--- src/uvsct_ram.sv ---
`timescale 1ns / 1ps
// ----------------------------------------------------------------------------
// uvsct_ram
// generic ram, one write port and two registered read ports
// ----------------------------------------------------------------------------
module uvsct_ram #(
  parameter int unsigned WIDTH = 8,
  parameter int unsigned DEPTH = 16
) (
  input  logic                     clk_i,
  input  logic                     we_i,
  input  logic [$clog2(DEPTH)-1:0] waddr_i,
  input  logic [WIDTH-1:0]         wdata_i,
  input  logic                     re_i,
  input  logic [$clog2(DEPTH)-1:0] raddr0_i,
  input  logic [$clog2(DEPTH)-1:0] raddr1_i,
  output logic [WIDTH-1:0]         rdata0_o,
  output logic [WIDTH-1:0]         rdata1_o
);

  logic [WIDTH-1:0] mem_q [DEPTH];

  always_ff @(posedge clk_i) begin
    if (we_i) begin
      mem_q[waddr_i] <= wdata_i;
    end
    if (re_i) begin
      rdata0_o <= mem_q[raddr0_i];
      rdata1_o <= mem_q[raddr1_i];
    end
  end

endmodule

--- config.mk ---
export PLATFORM = sky130hd
export DESIGN_NAME = uvsct_ram
export DESIGN_NICKNAME = d
export VERILOG_FILES = /design/src/uvsct_ram.sv
export SDC_FILE = /design/constraint.sdc
export NUM_CORES = 1
export LEC_CHECK = 0
export ABC_AREA = 1
export BUFFER_PORTS_ARGS = -buffer_cell sky130_fd_sc_hd__buf_4
export CORE_ASPECT_RATIO = 0.7
export CORE_MARGIN = 2
export CORE_UTILIZATION = 35
export DETAILED_ROUTE_END_ITERATION = 16
export PLACE_DENSITY = 0.6
export SYNTH_ARGS = -nofsm -noshare
export SYNTH_HDL_FRONTEND = slang
export SYNTH_SLANG_ARGS = --single-unit
--- constraint.sdc ---
create_clock -name clk_i -period 1.2 [get_ports clk_i]
set_input_delay 0.24 -clock clk_i [delete_from_list [all_inputs] [get_ports clk_i]]
set_output_delay 0.24 -clock clk_i [all_outputs]
set_load 0.1 [all_outputs]
==> flow_metrics.py, run 1 <==
metrics = {
    "synthesis": {
        "syn_nets": 874,
        "ys_types": 12,
        "synth.avg_cell_area_sq_um": 8.72,
        "synth_compound_area_frac": 0,
        "muxShareOfSynthArea": 0,
        "synth_xor_area_frac": 0,
        "yosysWarnings": 0,
        "synth-simple-area-share": 0.303,
        "ys_ff_latch": 144,
        "synth_seq_area_share": 0.583,
        "synth_area_sq_um": 7420,
        "netlist_instances": 851,
        "synthAdderAreaFrac": 0,
        "synth_top_family_by_area": "simple AND/OR/NAND/NOR gates",
    },
    "layout": {
        "area_growth_pct": 25.1,
        "layout-drive-gt1-share": 0.249,
        "seq_area_sq_um": 4320,
        "final_cell_mix": "269 x nand2_1, 162 x nand3_1, 144 x edfxtp_1",
        "nNetsFinal": 944,
        "num_antenna_cells": 0,
        "fillCellCount": 1980,
        "multi_input_area_sq_um": 2600,
        "final_common_cell": "nand2_1",
    },
    "critical_path": {
        "crit_path_end": "rdata0_o[4]",
        "slowest_delay_ns": 0.51,
        "worstSetupEndpointType": "output pin",
        "crit_required_ns": 0.96,
        "cp.depth": 1,
        "reg2reg_slack_ns": 0.01,
        "reg2reg_to": "rdata1_o[7]",
        "critPathTopFamily": "flip-flops",
        "crit_buf_inv": 1,
        "start_kind": "flip-flop",
        "crit_chain": "buf_8",
        "worstPathMaxFanout": 1,
        "reg2reg_depth": 7,
        "crit_slowest_cell": "edfxtp_1",
        "r2r-start": "mem_q[14][7]",
        "worstPathArrival_ns": 1.18,
        "cp-startpoint": "rdata0_o[4]",
        "critical_path_class": "flip-flop to output pin",
    },
    "clock_tree": {
        "cts_tree": "yes",
        "cts_buffers": 17,
        "insertion_delay_ns": 0.43,
        "postCtsSetupRepairBufs": 0,
        "numClockSinks": 144,
        "clock_path_buffers": 2,
        "clockRootBuffer": "clkbuf_16",
        "h-tree-depth": 4,
        "clkTransAtPathRegs_ns": 0.06,
    },
    "sta": {
        "relSlewSlack": 0.667,
        "final.min_clock_period_ns": 1.42,
        "fin_skew_ns": 0.00688,
        "setup_viol": 16,
        "fin_hold_ws_ns": 0.161,
        "worst_slack_ns": -0.223,
        "tightest_slew_ns": 0.499,
        "fmax_mhz": 703,
        "rsz0062_at_grt": "yes",
        "hold_viol": 0,
        "drv_slew": 0,
        "post-route-period-util": 1.19,
    },
    "route": {
        "vias": 6254,
        "drt-initial-drc-count": 846,
        "viasPerCell": 5.17,
        "routed_wl_um": 24100,
        "drc": 0,
        "postRouteAntennaNets": 0,
        "wl_per_cell_um": 19.9,
        "drtPass1Iterations": 5,
    },
    "power_and_ir_drop": {
        "finalPower_mw": 12.6,
        "netSwitchingPower_mw": 3.52,
        "power_density_nw_per_um2": 1360,
        "ir_drop_uv": 806,
        "pwr-share-seq": 0.456,
        "p_clk_frac": 0.397,
        "comb_power_share": 0.147,
        "internal_power_mw": 9.10,
        "p_sw_frac": 0.279,
        "p_leak_nw": 4.09,
    },
    "grt": {
        "track_usage": 0.221,
        "first_global_vias": 5731,
        "grt_start_max_net_pins": 37,
        "antenna_found_initial": 0,
        "grt-ovfl-total": 0,
        "grt_pass1_wl_um": 35800,
    },
    "job": {
        "cap_viol_max_count": 0,
    },
    "floorplanning": {
        "dieArea_sq_um": 22400,
        "chipWidth_um": 178,
        "die_y_um": 126,
        "rows": 44,
        "ioPinCount": 39,
        "fp.coreArea_sq_um": 20800,
        "initial_utilization": 0.357,
    },
    "place": {
        "portBuffers": 38,
        "dpl.hpwl_um": 16300,
        "post-place-ws_ns": -0.317,
        "globalplace.congestion": 0.928,
    },
    "status": {
        "status": "finished with violations",
        "violations": "setup timing",
    },
    "min_path": {
        "hp-class": "input port to flip-flop",
    },
}
-- worst register-to-register path, cell delays in order (launching register included) --
cell,delay (ns)
edfxtp_1,0.38
inv_2,0.09
buf_4,0.10
nand2_1,0.05
nand3_2,0.07
nand3_2,0.07
nand3_2,0.09
nand2_2,0.08
-- per-layer routing --
metal  GRT usage  share of wire  up-vias
li1            -              -     2900
met5           0              0        -
met2       0.282           0.38      361
met1       0.357           0.49     2975
met4      0.0415         0.0090        0
met3      0.0713           0.11       18
-- cells in the mapped netlist (all sizes together) --
cell / number / area share
nand3: 225 / 0.15
edfxtp: 144 / 0.58
clkbuf: 3 / 0.0015
nand3b: 2 / 0.0020
nand2: 277 / 0.14
buf: 45 / 0.043
nor2: 17 / 0.0086
inv: 138 / 0.070
-- power by group through the flow --
stage | sequential (mW) | clock (mW) | combinational (mW)
floorplan | 6.16 | 0 | 0.707
global placement | 5.84 | 0 | 1.66
detailed placement | 5.85 | 0 | 1.66
CTS | 5.75 | 5.06 | 1.71
global route | 5.76 | 5.27 | 1.96
finish | 5.76 | 5.01 | 1.85
-- cells by family (layout without fill, tap and decap cells) --
| group | Yosys count | count (layout) |
|---|---|---|
| DFF | 144 | 144 |
| and+or+nand+nor | 521 | 521 |
| buffers and inverters | 186 | 269 |
-- state kept, by name, indices dropped and copies added, names as in the netlist --
signal / flops
rdata1_o: 8
mem_q: 128
rdata0_o: 8
-- layout make-up --
class | count | area share
Multi-Input combinational cell | 521 | 0.280
Tap cell | 276 | 0.0372
Sequential cell | 144 | 0.466
Clock buffer | 18 | 0.0462
Inverter | 138 | 0.0558
Clock inverter | 14 | 0.0125
Timing Repair Buffer | 99 | 0.102
-- timing repair --
item / CTS / global route
pin swaps: 5 / 14
endpoints found under the hold margin: 0 / 0
hold buffers: 0 / 0
gates resized for setup: 30 / 91
setup endpoints to repair: 25 / 32
-- how the worst min path moves through the flow --
stage	startpoint	cells past startpoint	endpoint
6_report	wdata_i[0]	1	mem_q[12][0]
5_1_grt	wdata_i[7]	1	mem_q[15][7]
4_1_cts	wdata_i[0]	1	mem_q[12][0]
3_5_place_dp	wdata_i[0]	1	mem_q[15][0]
3_3_place_gp	wdata_i[0]	1	mem_q[15][0]
2_1_floorplan	wdata_i[0]	0	mem_q[0][0]
-- per-stage QoR --
step	util	setup TNS [ns]	instance area [sq um]	cells
final	0.447	-1.59	9280	1210
after global routing	0.447	-2.09	9280	1210
after CTS	0.432	-1.79	8960	1210
after detailed placement	0.401	-7.45	8320	1179
after global placement	0.401	-6.38	8320	1179
after floorplan	-	0	7420	851
(Power assumes the default switching activity.)
==> run 2, diff against run 1 <==
--- a/config.mk
+++ b/config.mk
@@ -6,9 +6,8 @@
 export NUM_CORES = 1
 export LEC_CHECK = 0
 export ABC_AREA = 1
-export BUFFER_PORTS_ARGS = -buffer_cell sky130_fd_sc_hd__buf_4
+export BUFFER_PORTS_ARGS = -buffer_cell sky130_fd_sc_hd__buf_2
 export CORE_ASPECT_RATIO = 0.7
-export CORE_MARGIN = 2
 export CORE_UTILIZATION = 35
 export DETAILED_ROUTE_END_ITERATION = 16
 export PLACE_DENSITY = 0.6
==> run 2 against run 1 <==
- via count rose by 2.2%
- wire length shrank 0.93%
- sequential power about the same
- final cell count increased by 1.1%
- clock-buffer cell count down 1
- largest cell class unchanged
- clock power rose by 12%
- the run still ends with setup timing left
- worst setup slack got worse by 0.011 ns
- register-to-register slack hardly changed
==> flow_metrics.py, run 2 (same netlist as run 1, synthesis figures left out) <==
metrics = {
    "layout": {
        "fillCellCount": 1948,
        "final_cell_mix": "275 x nand2_1, 179 x nand3_1, 144 x edfxtp_1",
        "final_area_sq_um": 9530,
        "final_common_cell": "nand2_1",
        "layout-drive-gt1-share": 0.227,
        "final_core_util": 0.459,
        "largest_reg_flops": 128,
        "nNetsFinal": 957,
        "area_growth_pct": 28.5,
        "fin_cells": 1223,
        "top_regs": "mem_q (128), rdata0_o (8), rdata1_o (8)",
        "top_register": "mem_q",
    },
    "place": {
        "post-place-ws_ns": -0.348,
        "dpl.hpwl_um": 16300,
        "portBuffers": 38,
        "placed_area_sq_um": 8660,
        "place_inst": 1192,
        "globalplace.congestion": 0.932,
    },
    "critical_path": {
        "reg2reg_depth": 6,
        "critical_path_class": "flip-flop to output pin",
        "cp.depth": 1,
        "worstPathMaxFanout": 1,
        "worstPathArrival_ns": 1.19,
        "start_kind": "flip-flop",
        "crit_chain": "buf_12",
        "critPathTopFamily": "flip-flops",
        "worstSetupEndpointType": "output pin",
        "crit_required_ns": 0.96,
        "crit_slowest_cell": "edfxtp_1",
        "crit_buf_inv": 1,
        "slowest_delay_ns": 0.53,
    },
    "floorplanning": {
        "rows": 44,
        "ioPinCount": 39,
        "chipWidth_um": 176,
        "dieArea_sq_um": 21800,
        "fp.coreArea_sq_um": 20800,
        "initial_utilization": 0.357,
        "die_y_um": 124,
    },
    "route": {
        "vias": 6394,
        "drc": 0,
        "postRouteAntennaNets": 0,
        "wl_per_cell_um": 19.5,
        "viasPerCell": 5.23,
        "routed_wl_um": 23800,
        "drtPass1Iterations": 6,
        "drt-initial-drc-count": 1067,
    },
    "grt": {
        "grt_start_max_net_pins": 43,
        "grt-ovfl-total": 0,
        "grt_pass1_wl_um": 35900,
        "first_global_vias": 5933,
        "antenna_found_initial": 0,
        "track_usage": 0.229,
    },
    "power_and_ir_drop": {
        "pwr-share-seq": 0.434,
        "power_density_nw_per_um2": 1400,
        "comb_power_share": 0.146,
        "p_clk_frac": 0.420,
        "p_sw_frac": 0.261,
        "netSwitchingPower_mw": 3.47,
        "p_leak_nw": 4.23,
        "internal_power_mw": 9.83,
        "finalPower_mw": 13.3,
        "ir_drop_uv": 883,
    },
    "min_path": {
        "hp-class": "input port to flip-flop",
        "whs_path_depth": 1,
    },
    "clock_tree": {
        "clkTransAtPathRegs_ns": 0.06,
        "insertion_delay_ns": 0.43,
        "postCtsSetupRepairBufs": 0,
        "cts_buffers": 17,
        "numClockSinks": 144,
        "clockRootBuffer": "clkbuf_16",
        "clock_path_buffers": 2,
        "hold_buffers": 0,
        "h-tree-depth": 4,
        "cts_tree": "yes",
    },
    "sta": {
        "hold_viol": 0,
        "fin_hold_ws_ns": 0.226,
        "drv_slew": 0,
        "setup_viol": 16,
        "totalNegativeSetupSlack_ns": -1.96,
        "tightest_slew_ns": 0.526,
        "fin_skew_ns": 0.00918,
        "post-route-period-util": 1.20,
        "final.min_clock_period_ns": 1.43,
        "rsz0062_at_grt": "yes",
        "fmax_mhz": 697,
        "worst_slack_ns": -0.234,
        "relSlewSlack": 0.649,
    },
    "status": {
        "status": "finished with violations",
        "violations": "setup timing",
    },
    "job": {
        "cap_viol_max_count": 0,
    },
}
[run 2: cell count changes in the layout (fill, tap and decap cells not counted), sizes merged]
cell / previous run / this run
bufinv: 1 / 4
inv: 141 / 140
clkbuf: 18 / 17
diode: 0 / 1
clkinvlp: 3 / 1
buf: 99 / 112
[run 2: cell type report]
type	instances	area (sq um)	share of cell area
Timing Repair Buffer	112	1220	0.128
Antenna cell	1	2.50	0.000263
Clock buffer	17	425	0.0446
Inverter	138	518	0.0543
Clock inverter	14	190	0.0200
Sequential cell	144	4320	0.454
Multi-Input combinational cell	521	2500	0.263
Tap cell	276	345	0.0362
[run 2: worst reg2reg max path, delay by kind of cell, from the launching register on]
family	cells	cell delay, ns
buffers and inverters	1	0.07
flip-flops	1	0.38
AND/OR/NAND/NOR	5	0.47
[run 2: worst paths after layout]
kind / end / slack (ns) / start
worst max-delay path: rdata0_o[7] / -0.23 / rdata0_o[7]
worst min-delay path: mem_q[3][7] / 0.23 / wdata_i[7]
worst min register to register: rdata0_o[3] / 0.76 / mem_q[14][3]
worst max register to register: rdata1_o[7] / 0.01 / mem_q[1][7]
[run 2: repair_timing]
action                     4_1_cts  5_1_grt
gates cloned                     0        0
pin swaps                        1       15
setup endpoints to repair       22       29
gates resized for setup         10       62
[run 2: metal layers]
layer  vias to the layer above  track usage  wire length (um)
li1                       2932            -                 -
met2                       423        0.317              9440
met3                        31       0.0592              2950
met5                         -            0                 0
met4                         0       0.0658               375
met1                      3008        0.346             11100
[run 2: power by group through the flow]
stage | sequential [mW] | clock (mW) | combinational (mW)
final | 5.78 | 5.59 | 1.94
after global placement | 5.87 | 0 | 1.81
after global routing | 5.78 | 5.83 | 2.05
after CTS | 5.77 | 5.63 | 1.84
after detailed placement | 5.88 | 0 | 1.82
after floorplan | 6.16 | 0 | 0.707
==> run 3, diff against run 2 <==
--- a/config.mk
+++ b/config.mk
@@ -10,7 +10,7 @@
 export CORE_ASPECT_RATIO = 0.7
 export CORE_UTILIZATION = 35
 export DETAILED_ROUTE_END_ITERATION = 16
-export PLACE_DENSITY = 0.6
+export PLACE_DENSITY = 0.51
 export SYNTH_ARGS = -nofsm -noshare
 export SYNTH_HDL_FRONTEND = slang
 export SYNTH_SLANG_ARGS = --single-unit
==> run 3 against run 2 <==
- the run still ends with setup timing left
- non-clock buffer count increased by 15
- sequential power about the same
- wire length decreased by 1.2%
- fmax increased by 2.3%
- die area unchanged
- final cell count increased by 1.2%
- utilization decreased by 0.24 points
- worst setup slack improved by 0.032 ns
- clock skew decreased by 0.0017 ns
- sequential cell count unchanged
- critical path depth unchanged
- final area decreased by 0.53%
- largest cell class unchanged
==> flow_metrics.py, run 3 (same netlist as run 1, synthesis figures left out) <==
metrics = {
    "place": {
        "globalplace.congestion": 0.927,
        "place_inst": 1212,
        "placed_area_sq_um": 8800,
        "portBuffers": 38,
        "post-place-ws_ns": -0.298,
        "dpl.hpwl_um": 16000,
    },
    "clock_tree": {
        "cts_buffers": 17,
        "h-tree-depth": 4,
        "insertion_delay_ns": 0.43,
        "cts_tree": "yes",
        "clkTransAtPathRegs_ns": 0.06,
        "clock_path_buffers": 2,
        "clockRootBuffer": "clkbuf_16",
        "numClockSinks": 144,
    },
    "layout": {
        "nNetsFinal": 972,
        "top_register": "mem_q",
        "layout-drive-gt1-share": 0.208,
        "fin_cells": 1238,
        "final_area_sq_um": 9480,
        "num_antenna_cells": 0,
        "area_growth_pct": 27.8,
        "final_cell_mix": "275 x nand2_1, 205 x nand3_1, 144 x edfxtp_1",
        "fillCellCount": 1989,
        "multi_input_area_sq_um": 2370,
        "top_regs": "mem_q (128), rdata0_o (8), rdata1_o (8)",
        "largest_reg_flops": 128,
        "final_common_cell": "nand2_1",
        "seq_area_sq_um": 4320,
    },
    "power_and_ir_drop": {
        "ir_drop_uv": 871,
        "comb_power_share": 0.145,
        "finalPower_mw": 13.1,
        "internal_power_mw": 9.63,
        "p_leak_nw": 4.22,
        "p_clk_frac": 0.414,
        "pwr-share-seq": 0.440,
        "p_sw_frac": 0.265,
        "netSwitchingPower_mw": 3.48,
        "power_density_nw_per_um2": 1380,
    },
    "job": {
        "cap_viol_max_count": 0,
    },
    "critical_path": {
        "crit_buf_inv": 1,
        "worstPathArrival_ns": 1.16,
        "crit_chain": "buf_12",
        "reg2reg_to": "rdata0_o[3]",
        "slowest_delay_ns": 0.51,
        "critical_path_class": "flip-flop to output pin",
        "reg2reg_depth": 6,
        "reg2reg_slack_ns": 0.02,
        "critPathTopFamily": "flip-flops",
        "crit_required_ns": 0.96,
        "worstPathMaxFanout": 1,
        "start_kind": "flip-flop",
        "worstSetupEndpointType": "output pin",
        "r2r-start": "mem_q[12][3]",
        "crit_slowest_cell": "edfxtp_1",
    },
    "route": {
        "routed_wl_um": 23500,
        "viasPerCell": 4.98,
        "drtPass1Iterations": 5,
        "vias": 6163,
        "wl_per_cell_um": 19.0,
        "drc": 0,
        "drt-initial-drc-count": 878,
        "postRouteAntennaNets": 0,
    },
    "grt": {
        "first_global_vias": 5665,
        "grt-ovfl-total": 0,
        "antenna_found_initial": 1,
        "grt_start_max_net_pins": 42,
        "grt_pass1_wl_um": 35000,
        "track_usage": 0.226,
    },
    "sta": {
        "worst_slack_ns": -0.202,
        "hold_viol": 0,
        "post-route-period-util": 1.17,
        "fin_skew_ns": 0.00743,
        "relSlewSlack": 0.645,
        "final.min_clock_period_ns": 1.40,
        "drv_slew": 0,
        "setup_viol": 16,
        "fmax_mhz": 713,
        "tightest_slew_ns": 0.532,
        "rsz0062_at_grt": "yes",
        "fin_hold_ws_ns": 0.198,
    },
    "floorplanning": {
        "dieArea_sq_um": 21800,
        "chipWidth_um": 176,
        "die_y_um": 124,
        "initial_utilization": 0.357,
        "fp.coreArea_sq_um": 20800,
        "rows": 44,
        "ioPinCount": 39,
    },
    "status": {
        "violations": "setup timing",
        "status": "finished with violations",
    },
    "min_path": {
        "whs_path_depth": 1,
        "whs_endpoint": "mem_q[10][6]",
        "worstHoldStart": "wdata_i[6]",
        "hp-class": "input port to flip-flop",
    },
}
-- run 3: changes by cell type in the layout (fill, tap and decap cells not counted), moves of 2 or more --
cell,delta
clkinvlp_4,+4
inv_1,+3
buf_4,+16
nand3_1,+26
nand3_2,-25
nand2_2,-2
nand2_4,+2
clkinv_2,-2
inv_2,-3
-- run 3: stage by stage --
step           TNS, ns  utilization
3_3_place_gp     -6.06        0.424
3_5_place_dp     -6.09        0.424
2_1_floorplan        0            -
6_report         -1.90        0.457
4_1_cts          -2.02        0.454
5_1_grt          -2.33        0.457
-- run 3: what timing repair did --
item | 4_1_cts | 5_1_grt
buffers inserted | 0 | 2
hold buffers | 0 | 0
pin swaps | 0 | 21
cloned | 0 | 0
resized for setup | 5 | 39
endpoints found under the setup margin | 19 | 28
-- run 3: routing by layer --
metal,GRT usage,wire length [um],vias up
met1,0.343,11500,2897
li1,-,-,2955
met3,0.0696,2260,28
met2,0.305,9440,281
met4,0.0598,292,2
met5,0,8,-
-- run 3: layout make-up --
class	instances	area share
multi-input combinational	521	0.250
tap	276	0.0364
timing repair buffer	127	0.140
clock inverter	14	0.0176
sequential	144	0.456
inverter	138	0.0546
clock buffer	18	0.0453
-- run 3: how the worst max path moves through the flow --
stage | start | to | slack (ns) | cells past startpoint
after floorplan | waddr_i[3] | mem_q[4][0] | 0.009 | 2
after global placement | raddr0_i[0] | rdata0_o[3] | -0.28 | 9
after detailed placement | raddr0_i[0] | rdata0_o[3] | -0.30 | 9
after CTS | rdata0_o[6] | rdata0_o[6] | -0.19 | 1
after global routing | rdata0_o[2] | rdata0_o[2] | -0.20 | 1
final | rdata0_o[6] | rdata0_o[6] | -0.20 | 1
-- run 3: power groups by stage --
stage	combinational, mW	sequential, mW	clock [mW]
finish	1.90	5.77	5.43
floorplan	0.707	6.16	0
detailed placement	1.84	5.87	0
global placement	1.84	5.87	0
CTS	1.85	5.77	5.47
global route	2.03	5.78	5.68
