===== src/uvsct_pkg.sv =====
`timescale 1ns / 1ps
// ----------------------------------------------------------------------------
// uvsct_pkg
// shared types, constants and the quarter-wave sine generator of the
// uv sphere cell tessellator
// ----------------------------------------------------------------------------
package uvsct_pkg;

  localparam int unsigned MaxDivisionsDef  = 64;
  localparam int unsigned SineTableBitsDef = 10;

  localparam int unsigned CellW   = 6;
  localparam int unsigned NRegW   = 7;
  localparam int unsigned RadiusW = 16;
  localparam int unsigned FracW   = 17;
  localparam int unsigned CoordW  = 17;
  localparam int unsigned SlotW   = 3;
  localparam int unsigned DivW    = 64;
  localparam int unsigned SqrtW   = 34;
  localparam int unsigned CfgIdxW = 2;
  localparam int unsigned InDataW  = 16;
  localparam int unsigned OutDataW = 56;

  localparam logic [CfgIdxW-1:0] REG_SUBDIV = 2'd0;
  localparam logic [CfgIdxW-1:0] REG_RADIUS = 2'd1;

  localparam logic [NRegW-1:0]   SUBDIV_RST = 7'd5;
  localparam logic [RadiusW-1:0] RADIUS_RST = 16'd256;

  localparam logic [SlotW-1:0] SLOT_FIRST = 3'd0;
  localparam logic [SlotW-1:0] SLOT_LAST  = 3'd5;

  localparam logic [63:0] HALF_PI_Q30 = 64'd1686629713;

  // per grid row: radial scale p and signed height fraction
  typedef struct packed {
    logic             ysgn;
    logic [FracW-1:0] ymag;
    logic [FracW-1:0] p16;
  } row_vals_t;

  // what the front hands to the back for one cell
  typedef struct packed {
    logic      bad;
    row_vals_t lo;
    row_vals_t hi;
  } cell_hdr_t;

  typedef struct packed {
    logic [SlotW-1:0] slot;
    logic             bad;
    logic             last;
  } vtx_tag_t;

  // slot order BL, TR, BR, BL, TL, TR: lower row (i+1) and right column (j+1)
  function automatic logic row_hi(input logic [SlotW-1:0] slot);
    logic r;
    case (slot)
      3'd0, 3'd2, 3'd3: r = 1'b1;
      default:          r = 1'b0;
    endcase
    return r;
  endfunction

  function automatic logic col_hi(input logic [SlotW-1:0] slot);
    logic r;
    case (slot)
      3'd1, 3'd2, 3'd5: r = 1'b1;
      default:          r = 1'b0;
    endcase
    return r;
  endfunction

  // quarter-wave entry m: taylor series in q30, rounded to q16
  function automatic logic [FracW-1:0] qw_entry(input int unsigned m, input int unsigned stb);
    logic [63:0]        x;
    logic [63:0]        x2;
    logic [63:0]        term;
    logic signed [63:0] sum;
    logic [63:0]        r;
    x    = (HALF_PI_Q30 * 64'(m)) >> (stb - 2);
    x2   = (x * x) >> 30;
    term = x;
    sum  = signed'(x);
    term = ((term * x2) >> 30) / 64'd6;   sum = sum - signed'(term);
    term = ((term * x2) >> 30) / 64'd20;  sum = sum + signed'(term);
    term = ((term * x2) >> 30) / 64'd42;  sum = sum - signed'(term);
    term = ((term * x2) >> 30) / 64'd72;  sum = sum + signed'(term);
    term = ((term * x2) >> 30) / 64'd110; sum = sum - signed'(term);
    term = ((term * x2) >> 30) / 64'd156; sum = sum + signed'(term);
    term = ((term * x2) >> 30) / 64'd210; sum = sum - signed'(term);
    if (sum < 0) sum = 0;
    r = (64'(sum) + 64'd8192) >> 14;
    if (r > 64'd65536) r = 64'd65536;
    return r[FracW-1:0];
  endfunction

endpackage


===== src/uvsct_front.sv =====
`timescale 1ns / 1ps
// ----------------------------------------------------------------------------
// uvsct_front
// accepts cells, flags bad ones, reads the grid tables and queues the cell
// ----------------------------------------------------------------------------
module uvsct_front #(
  parameter int unsigned MAX_DIVISIONS   = uvsct_pkg::MaxDivisionsDef,
  parameter int unsigned SINE_TABLE_BITS = uvsct_pkg::SineTableBitsDef
) (
  input  logic                                   clk_i,
  input  logic                                   rst_ni,
  input  logic                                   s_axis_tvalid,
  output logic                                   s_axis_tready,
  input  logic [uvsct_pkg::InDataW-1:0]          s_axis_tdata,
  input  logic [$clog2(MAX_DIVISIONS+1)-1:0]     n_i,
  input  logic                                   tbl_busy_i,
  output logic                                   re_o,
  output logic [$clog2(MAX_DIVISIONS+1)-1:0]     row_addr0_o,
  output logic [$clog2(MAX_DIVISIONS+1)-1:0]     row_addr1_o,
  output logic [$clog2(MAX_DIVISIONS+1)-1:0]     col_addr0_o,
  output logic [$clog2(MAX_DIVISIONS+1)-1:0]     col_addr1_o,
  input  uvsct_pkg::row_vals_t                   row_lo_i,
  input  uvsct_pkg::row_vals_t                   row_hi_i,
  input  logic [SINE_TABLE_BITS-1:0]             k_lo_i,
  input  logic [SINE_TABLE_BITS-1:0]             k_hi_i,
  output logic                                   q_valid_o,
  output uvsct_pkg::cell_hdr_t                   q_hdr_o,
  output logic [SINE_TABLE_BITS-1:0]             q_k_lo_o,
  output logic [SINE_TABLE_BITS-1:0]             q_k_hi_o,
  input  logic                                   q_pop_i
);
  import uvsct_pkg::*;

  localparam int unsigned NW = $clog2(MAX_DIVISIONS + 1);
  localparam int unsigned CW = (NW > CellW) ? NW : CellW;

  logic [CellW-1:0] row, col;
  logic             accept, bad;
  logic             s1_valid_q, s1_bad_q;
  logic             push;

  cell_hdr_t                  q_hdr_q [2];
  logic [SINE_TABLE_BITS-1:0] q_klo_q [2];
  logic [SINE_TABLE_BITS-1:0] q_khi_q [2];
  logic                       wr_ptr_q, rd_ptr_q;
  logic [1:0]                 cnt_q;

  assign row    = s_axis_tdata[CellW-1:0];
  assign col    = s_axis_tdata[2*CellW-1:CellW];
  assign bad    = (CW'(row) >= CW'(n_i)) || (CW'(col) >= CW'(n_i));
  assign push   = s1_valid_q && (cnt_q != 2'd2);

  assign s_axis_tready = !tbl_busy_i && (!s1_valid_q || (cnt_q != 2'd2));
  assign accept        = s_axis_tvalid && s_axis_tready;

  assign re_o        = accept;
  assign row_addr0_o = NW'(row);
  assign row_addr1_o = NW'(row) + NW'(1);
  assign col_addr0_o = NW'(col);
  assign col_addr1_o = NW'(col) + NW'(1);

  always_ff @(posedge clk_i or negedge rst_ni) begin
    if (!rst_ni) begin
      s1_valid_q <= 1'b0;
      wr_ptr_q   <= 1'b0;
      rd_ptr_q   <= 1'b0;
      cnt_q      <= '0;
    end else begin
      if (accept) begin
        s1_valid_q <= 1'b1;
      end else if (push) begin
        s1_valid_q <= 1'b0;
      end
      if (push) wr_ptr_q <= !wr_ptr_q;
      if (q_pop_i) rd_ptr_q <= !rd_ptr_q;
      cnt_q <= cnt_q + 2'(push) - 2'(q_pop_i);
    end
  end

  always_ff @(posedge clk_i) begin
    if (accept) s1_bad_q <= bad;
    if (push) begin
      q_hdr_q[wr_ptr_q] <= '{bad: s1_bad_q, lo: row_lo_i, hi: row_hi_i};
      q_klo_q[wr_ptr_q] <= k_lo_i;
      q_khi_q[wr_ptr_q] <= k_hi_i;
    end
  end

  assign q_valid_o = cnt_q != '0;
  assign q_hdr_o   = q_hdr_q[rd_ptr_q];
  assign q_k_lo_o  = q_klo_q[rd_ptr_q];
  assign q_k_hi_o  = q_khi_q[rd_ptr_q];

endmodule


===== config.mk =====
export PLATFORM = sky130hd
export DESIGN_NAME = uvsct_front
export DESIGN_NICKNAME = d
export VERILOG_FILES = /design/src/uvsct_pkg.sv /design/src/uvsct_front.sv
export SDC_FILE = /design/constraint.sdc
export NUM_CORES = 1
export LEC_CHECK = 0
export BUFFER_PORTS_ARGS = -buffer_cell sky130_fd_sc_hd__buf_4
export CORE_AREA = 4 4 212 152
export CTS_CLUSTER_SIZE = 12
export DETAILED_ROUTE_END_ITERATION = 12
export DIE_AREA = 0 0 216 156
export SLEW_MARGIN = 20
export SYNTH_ARGS = -nofsm -noshare
export SYNTH_HDL_FRONTEND = slang
export SYNTH_SLANG_ARGS = --single-unit

===== constraint.sdc =====
create_clock -name clk_i -period 8.3 [get_ports clk_i]
set_input_delay 1.245 -clock clk_i [delete_from_list [all_inputs] [get_ports clk_i]]
set_output_delay 1.245 -clock clk_i [all_outputs]
set_load 0.01 [all_outputs]

==> results of run 1 <==
[per-stage QoR]
step	cell area [um2]	std cells	utilization (%)
floorplan	7760	376	-
global placement	9790	1000	32.7
global route	10300	1029	34.6
CTS	10300	1029	34.6
finish	10300	1029	34.6
detailed placement	9790	1000	32.7
[registers in the layout (all words and copies together), names as in the netlist]
name and count:
cnt_q 2, q_hdr_q 142, q_khi_q 20, q_klo_q 20, rd_ptr_q 1, s1_bad_q 1, s1_valid_q 1, wr_ptr_q 1
[synth_stat cells (all sizes together), types with 3 or more instances]
cell,count,area share [%]
mux2,91,17
xnor2,9,1.0
nand2,4,0.19
buf,24,3.6
edfxtp,183,71
and3,5,0.40
inv,10,0.48
a31oi,3,0.24
a21oi,3,0.19
xor2,3,0.34
dfrtp,5,1.6
ha,16,2.6
nand3,6,0.39
[cell type report]
type	count	area, um2
timing repair buffer	236	1770
clock inverter	9	114
tap	412	515
multi-input combinational	154	1840
fill	2907	19600
inverter	10	37.5
sequential	188	5620
clock buffer	20	437
[routing by layer]
| metal | track usage [%] | wire (um) | vias up |
|---|---|---|---|
| met5 | 0 | 0 | - |
| met4 | 3.66 | 191 | 0 |
| met3 | 3.27 | 955 | 12 |
| met2 | 15.6 | 8050 | 119 |
| met1 | 12.0 | 7240 | 2013 |
| li1 | - | - | 1890 |
[power groups by stage]
stage	Clock, mW	Combinational [mW]	Sequential (mW)
final	0.780	1.07	1.35
after global routing	0.856	1.14	1.37
after CTS	0.813	1.10	1.36
after detailed placement	0	1.10	1.38
after global placement	0	1.10	1.37
after floorplan	0	0.746	1.32
[final timing paths]
check / from / endpoint / cells after the start
worst max-delay path: rd_ptr_q$_DFFE_PN0P_ / q_hdr_o[38] / 3
worst min-delay path: s1_bad_q$_DFFE_PP_ / q_hdr_q[0][70]$_DFFE_PP_ / 0
worst max register to register: cnt_q[1]$_DFF_PN0_ / q_hdr_q[0][29]$_DFFE_PP_ / 4
worst min register to register: s1_bad_q$_DFFE_PP_ / q_hdr_q[0][70]$_DFFE_PP_ / 0
max in group asynchronous: rst_ni / rd_ptr_q$_DFFE_PN0P_ / 1
min in group asynchronous: rst_ni / s1_valid_q$_DFFE_PN0P_ / 1
[cells by family (layout without fill, tap and decap cells)]
group	count (synthesis)	count (layout)	synth area share, %
muxes	91	91	17.1
DFF	188	188	72.4
AOI/OAI and AO/OA	12	12	0.967
adders and majority gates	16	16	2.58
buffers and inverters	34	275	4.11
other	1	2	0.0483
xor gates and xnor gates	12	12	1.35
and+or+nand+nor	21	21	1.44
[worst max-delay path: stages, from the launching register on]
cell,delay [ns]
sky130_fd_sc_hd__dfrtp_4,0.93
sky130_fd_sc_hd__buf_4,0.90
sky130_fd_sc_hd__mux2_4,0.36
sky130_fd_sc_hd__buf_4,0.15
==> Flow_metrics.wiki, run 1 <==
{| class="wikitable"
! Metric !! Value
|-
| Post-detailed-placement half-perimeter wirelength || 11,300 um
|-
| CTS tree || done
|-
| Predominant post-synthesis flop cell || sky130_fd_sc_hd__edfxtp_1
|-
| Initial antenna violation count || 0
|-
| Synthesized area per cell || between 20 and 25 um2
|-
| Largest voltage drop on the vdd net || approximately 160 uV
|-
| CTS root buffer || sky130_fd_sc_hd__clkbuf_16
|-
| Tightest Hold Check Type || reg -> reg
|-
| Total number of yosys warnings || 0
|-
| Std cell rows || 53
|-
| Accumulated negative setup slack || 0 ns
|-
| Most common library cell in the layout ignoring fill and taps || sky130_fd_sc_hd__buf_4
|-
| Relative slew margins || roughly 31%
|-
| Sw frac || ~28%
|-
| Vias in the first global route || about 4,200
|-
| IO buf count || 233
|-
| Worst setup path category || reg -> out
|-
| Internal power of the cells || roughly 2.3 mW
|-
| Share of total power in combinational logic || between 30% and 40%
|-
| Slack of the critical path || approximately 4.2 ns
|-
| DRT antenna net count || 0
|-
| Final worst clock skew || 0.00937 ns
|-
| Post-synthesis sequential area ratio || 72.4%
|-
| Final Hold Slack || ~0.49 ns
|-
| First-pass detailed-route iteration total || 4
|-
| Crit path launch type || register
|-
| Maximum number of pins on one net before global-route repair || 67
|-
| Remaining routing DRC violations || 0
|-
| Number of flip-flops and latches in the synthesized netlist || 188
|-
| Number of diodes added for antenna fixing || 0
|-
| Starting DRT DRC Count || about 180
|-
| Leading cell types in the layout, fill and taps excluded || sky130_fd_sc_hd__buf_4 (236), sky130_fd_sc_hd__edfxtp_1 (183), sky130_fd_sc_hd__mux2_4 (80)
|-
| Power Density || 309 nW/um2
|-
| Die Wd || between 200 and 250 um
|-
| Buffer levels on the longest clock path || 2
|-
| Via/cell ratio || a little under 4
|-
| Top-Level Pins || 240
|-
| Die Y || 156 um
|-
| Final net count || 741
|-
| Number of synthesized flops with an enable pin || 183
|-
| Global placer's final weighted congestion || slightly below 0.7
|-
| Final Hold Fails || 0
|-
| Hold Buf Count CTS || 0
|-
| Gate count of the mapped netlist || between 300 and 400
|-
| Die area || 33,700 um2
|-
| All-Layer GR Usage || 9.63%
|-
| Number of buffers created by CTS || 17
|-
| Crit path max fanout || 52
|-
| Max-cap check violation count || 0
|-
| Global-route wire length before repair || 24,300 um
|-
| Clock latency on the worst-skew pair || roughly 0.43 ns
|-
| Async set-or-reset flop fraction in the synthesized netlist || under 10%
|-
| RSZ-0062 raised after global routing || no
|-
| Total wirelength of the detailed-routed design || between 15,000 and 20,000 um
|-
| Detailed-route via count || 4,034
|-
| Signal arrival time at the worst endpoint || 2.84 ns
|-
| Transition at the pin with the smallest max-transition slack || slightly above 1 ns
|-
| Average wire length per cell after detail routing || around 16 um
|-
| Post-layout min period || 4.08 ns
|-
| Sequential share of power || 42.2%
|-
| Switching power || ~0.9 mW
|-
| CP required || a little over 7 ns
|-
| Reg-to-reg setup timing slack || around 5.7 ns
|-
| Resized cells post-CTS || 0
|-
| Post-synthesis cell area || just under 8000 um2
|-
| Clock transition at the registers of the reported paths || 0.06 ns
|-
| Grt total ovfl || 0
|-
| Initial core utilization || around 26%
|-
| Ratio of final minimum period to clock period || 49.2%
|-
| Status || finished, final reports clean
|-
| Area growth, synth to finish || 33.2%
|-
| Synth unique cells || 26
|-
| CTS Sinks || between 150 and 200
|-
| Pre-CTS worst setup slack || between 4 and 5 ns
|-
| Fraction of layout cells with a size suffix above 1 || between 50% and 60%
|-
| Endpoint type of the worst setup path || output pin
|-
| Cell leakage power || 4.15 nW
|-
| Number of post-CTS setup repair buffers || 0
|-
| Setup violations, final || 0
|-
| F_max || 245 MHz
|-
| Clk network pwr share || between 20% and 30%
|-
| Total power after layout || 3.20 mW
|-
| Level count of the clock H-tree || 4
|-
| Pins Over Slew Limit || 0
|-
| Core footprint || around 30,000 um2
|}
No activity file was read; power rests on OpenSTA's default activity.
==> run 2, diff against run 1 <==
==> constraint.sdc (replaced) <==
create_clock -name clk_i -period 3.75 [get_ports clk_i]
set_input_delay 0.5625 -clock clk_i [delete_from_list [all_inputs] [get_ports clk_i]]
set_output_delay 0.5625 -clock clk_i [all_outputs]
set_load 0.01 [all_outputs]
==> run 2 against run 1 <==
Combinational power increased by 130%. Global-route usage is 0.26 points higher. Largest cell class unchanged. Die area unchanged. Non-clock buffer count rose by 8. Power grew 130%. Critical path type unchanged. First-iteration DRC count rose by 11%. Largest power group unchanged. Critical path depth unchanged. Clock skew about the same. Sequential share of layout area shrank 0.65 points. Final cell count rose by 1.1%.
==> Flow_metrics.wiki, run 2 (synthesis gave the netlist of run 1 again) <==
{| class="wikitable"
! Metric !! Value
|-
| Endpoint type of the worst setup path || output pin (unchanged)
|-
| Crit-path slowest cell || sky130_fd_sc_hd__dfrtp_4 (unchanged)
|-
| Global-route wire length before repair || 24,900 um (was 24,300 um)
|-
| Total wirelength of the detailed-routed design || 16,900 um (was 16,400 um)
|-
| Buffer levels on the longest clock path || 2 (unchanged)
|-
| RSZ-0062 raised after global routing || no (unchanged)
|-
| Transition at the pin with the smallest max-transition slack || 0.795 ns (was 1.03 ns)
|-
| Die Y || 156 um (unchanged)
|-
| Starting DRT DRC Count || 199 (was 179)
|-
| Worst path max stage delay || 0.85 ns (was 0.93 ns)
|-
| Most common library cell in the layout ignoring fill and taps || sky130_fd_sc_hd__buf_4 (unchanged)
|-
| Vias in the first global route || 4,284 (was 4,230)
|-
| Relative slew margins || 46.9% (was 31.1%)
|-
| Register with the highest flop count || q_hdr_q (unchanged)
|-
| Tightest Hold Check Type || in -> reg (was reg -> reg)
|-
| Crit path launch type || register (unchanged)
|-
| CTS tree || done (unchanged)
|-
| Post-layout min period || 2.78 ns
|-
| Cell family contributing the most delay on the critical path || flip-flops (was buffers and inverters)
|-
| Sw frac || 28.9% (was 28.3%)
|-
| Crit path max fanout || 34 (was 52)
|-
| Internal power of the cells || 5.12 mW (was 2.29 mW)
|-
| Setup violations, final || 0 (unchanged)
|-
| First-pass detailed-route iteration total || 4 (unchanged)
|-
| Resized cells post-CTS || 0 (unchanged)
|-
| Final Hold Fails || 0 (unchanged)
|-
| Clock latency on the worst-skew pair || 0.43 ns (about the same)
|-
| Number of diodes added for antenna fixing || 0 (unchanged)
|-
| Final worst clock skew || 0.00922 ns (was 0.00937 ns)
|-
| Die Wd || 216 um (unchanged)
|-
| Core footprint || 29,900 um2 (unchanged)
|-
| Remaining routing DRC violations || 0 (unchanged)
|-
| DP Cell Count || 1,007 (was 1,000)
|-
| Number of flip-flops under the largest register name || 142 (unchanged)
|-
| Registers with the most flip-flops || q_hdr_q (142), q_khi_q (20), q_klo_q (20) (unchanged)
|-
| Worst path bufs/invs || 2 (unchanged)
|-
| Level count of the clock H-tree || 4 (unchanged)
|-
| Largest voltage drop on the vdd net || 395 uV (was 159 uV)
|-
| CTS root buffer || sky130_fd_sc_hd__clkbuf_16 (unchanged)
|-
| Power Density || 689 nW/um2 (was 309 nW/um2)
|-
| Pins Over Slew Limit || 0 (unchanged)
|-
| Via/cell ratio || 3.92 (about the same)
|-
| Cell-by-cell trace of the critical path || buf_4, mux2_4, buf_4 (unchanged)
|-
| Global placer's final weighted congestion || 0.724 (was 0.692)
|-
| Leading cell types in the layout, fill and taps excluded || sky130_fd_sc_hd__buf_4 (241), sky130_fd_sc_hd__edfxtp_1 (183), sky130_fd_sc_hd__mux2_4 (80) (was sky130_fd_sc_hd__buf_4 (236), sky130_fd_sc_hd__edfxtp_1 (183), sky130_fd_sc_hd__mux2_4 (80))
|-
| Clk network pwr share || 25.1% (was 24.4%)
|-
| Signal arrival time at the worst endpoint || 2.22 ns (was 2.84 ns)
|-
| IO buf count || 233 (unchanged)
|-
| Fraction of layout cells with a size suffix above 1 || 58.9% (was 58.0%)
|-
| CP required || 3.19 ns (was 7.05 ns)
|-
| Accumulated negative setup slack || 0 ns (unchanged)
|-
| Final net count || 749 (was 741)
|-
| Max-cap check violation count || 0 (unchanged)
|-
| DRT antenna net count || 0 (unchanged)
|-
| Average wire length per cell after detail routing || 16.2 um (was 16.0 um)
|-
| Post-detailed-placement half-perimeter wirelength || 11,900 um (was 11,300 um)
|-
| Hold Buf Count CTS || 1 (was 0)
|-
| F_max || around 360 MHz
|-
| Area growth, synth to finish || 34.8% (was 33.2%)
|-
| Maximum number of pins on one net before global-route repair || 44 (was 67)
|-
| Status || finished, final reports clean (unchanged)
|-
| Ratio of final minimum period to clock period || 74.2%
|-
| Worst setup path category || reg -> out (unchanged)
|-
| Filler instances || 2,847 (was 2,907)
|-
| Number of buffers created by CTS || 17 (unchanged)
|-
| Detailed-route via count || 4,077 (was 4,034)
|-
| Switching power || 2.09 mW (was 0.903 mW)
|-
| All-Layer GR Usage || 9.89% (was 9.63%)
|-
| Initial antenna violation count || 1 (was 0)
|-
| Share of total power in combinational logic || 33.8% (was 33.4%)
|-
| Clock transition at the registers of the reported paths || 0.07 ns (was 0.06 ns)
|-
| Number of post-CTS setup repair buffers || 0 (unchanged)
|-
| Post-Layout Cell Count || 1,040 (was 1,029)
|-
| Die area || 33,700 um2 (unchanged)
|-
| Top-Level Pins || 240 (unchanged)
|-
| Initial core utilization || 25.9% (unchanged)
|-
| Cell leakage power || 4.21 nW (was 4.15 nW)
|-
| Grt total ovfl || 0 (unchanged)
|-
| Std cell rows || 53 (unchanged)
|-
| Sequential share of power || 41.1% (was 42.2%)
|-
| CTS Sinks || 188 (unchanged)
|-
| Critical path's most frequent cell || sky130_fd_sc_hd__buf_4 (unchanged)
|}
## run 2: cell types whose count changed in the layout (fill, tap and decap cells not counted)
cell,delta
sky130_fd_sc_hd__inv_8,+3
sky130_fd_sc_hd__buf_12,+2
sky130_fd_sc_hd__clkinv_4,+1
sky130_fd_sc_hd__inv_6,-2
sky130_fd_sc_hd__buf_4,+5
sky130_fd_sc_hd__clkinv_1,+1
sky130_fd_sc_hd__dlygate4sd3_1,+1
sky130_fd_sc_hd__clkinv_2,+1
sky130_fd_sc_hd__clkinvlp_4,+2
sky130_fd_sc_hd__clkbuf_1,-3
## run 2: power by group through the flow
stage	sequential [mW]	clock, mW	combinational (mW)
2_1_floorplan	2.91	0	1.65
3_3_place_gp	3.00	0	2.49
3_5_place_dp	3.02	0	2.50
4_1_cts	2.97	1.90	2.51
5_1_grt	3.00	1.98	2.61
6_report	2.96	1.81	2.44
## run 2: worst reg2reg max path: cells and delay by family (launching register included)
kind,cells,cell delay [ns]
buffers and inverters,1,0.39
flip-flops,1,0.43
AND/OR/NAND/NOR,3,0.87
## run 2: routing by layer
metal  global-route usage, %  vias to the layer above  wire (um)
li1                        -                     1909          -
met1                    12.0                     2015       7210
met2                    15.9                      138       8120
met3                    4.28                       13       1300
met4                    3.50                        2        250
met5                       0                        -         20
## run 2: layout make-up
| class | count | area [um2] | share of cell area [%] |
|---|---|---|---|
| Clock inverter | 15 | 163 | 1.55 |
| Clock buffer | 17 | 425 | 4.07 |
| Sequential cell | 188 | 5620 | 53.8 |
| Tap cell | 412 | 515 | 4.93 |
| Multi-Input combinational cell | 154 | 1840 | 17.6 |
| Inverter | 10 | 37.5 | 0.359 |
| Timing Repair Buffer | 244 | 1860 | 17.8 |
## run 2: per-stage QoR
stage                     hold WS (ns)  setup WS, ns  util [%]  area, um2  power [mW]
after detailed placement         0.372          1.36      33.0       9860        5.52
after floorplan                  0.267         0.364         -       7770        4.57
after global placement           0.373          1.36      33.0       9860        5.49
after global routing             0.264         0.833      35.0      10500        7.60
after CTS                        0.271         0.874      35.0      10500        7.38
final                            0.309         0.968      35.0      10500        7.21
## run 2: worst paths after layout
check	start	end	slack, ns	cells after the start
min in group asynchronous	rst_ni	rd_ptr_q$_DFFE_PN0P_	0.47	2
setup reg to reg	cnt_q[1]$_DFF_PN0_	q_khi_q[0][9]$_DFFE_PP_	1.74	4
hold / removal	k_lo_i[3]	q_klo_q[1][3]$_DFFE_PP_	0.31	1
max in group asynchronous	rst_ni	rd_ptr_q$_DFFE_PN0P_	3.16	2
setup / recovery	rd_ptr_q$_DFFE_PN0P_	q_hdr_o[31]	0.97	3
hold reg to reg	s1_bad_q$_DFFE_PP_	q_hdr_q[0][70]$_DFFE_PP_	0.47	0
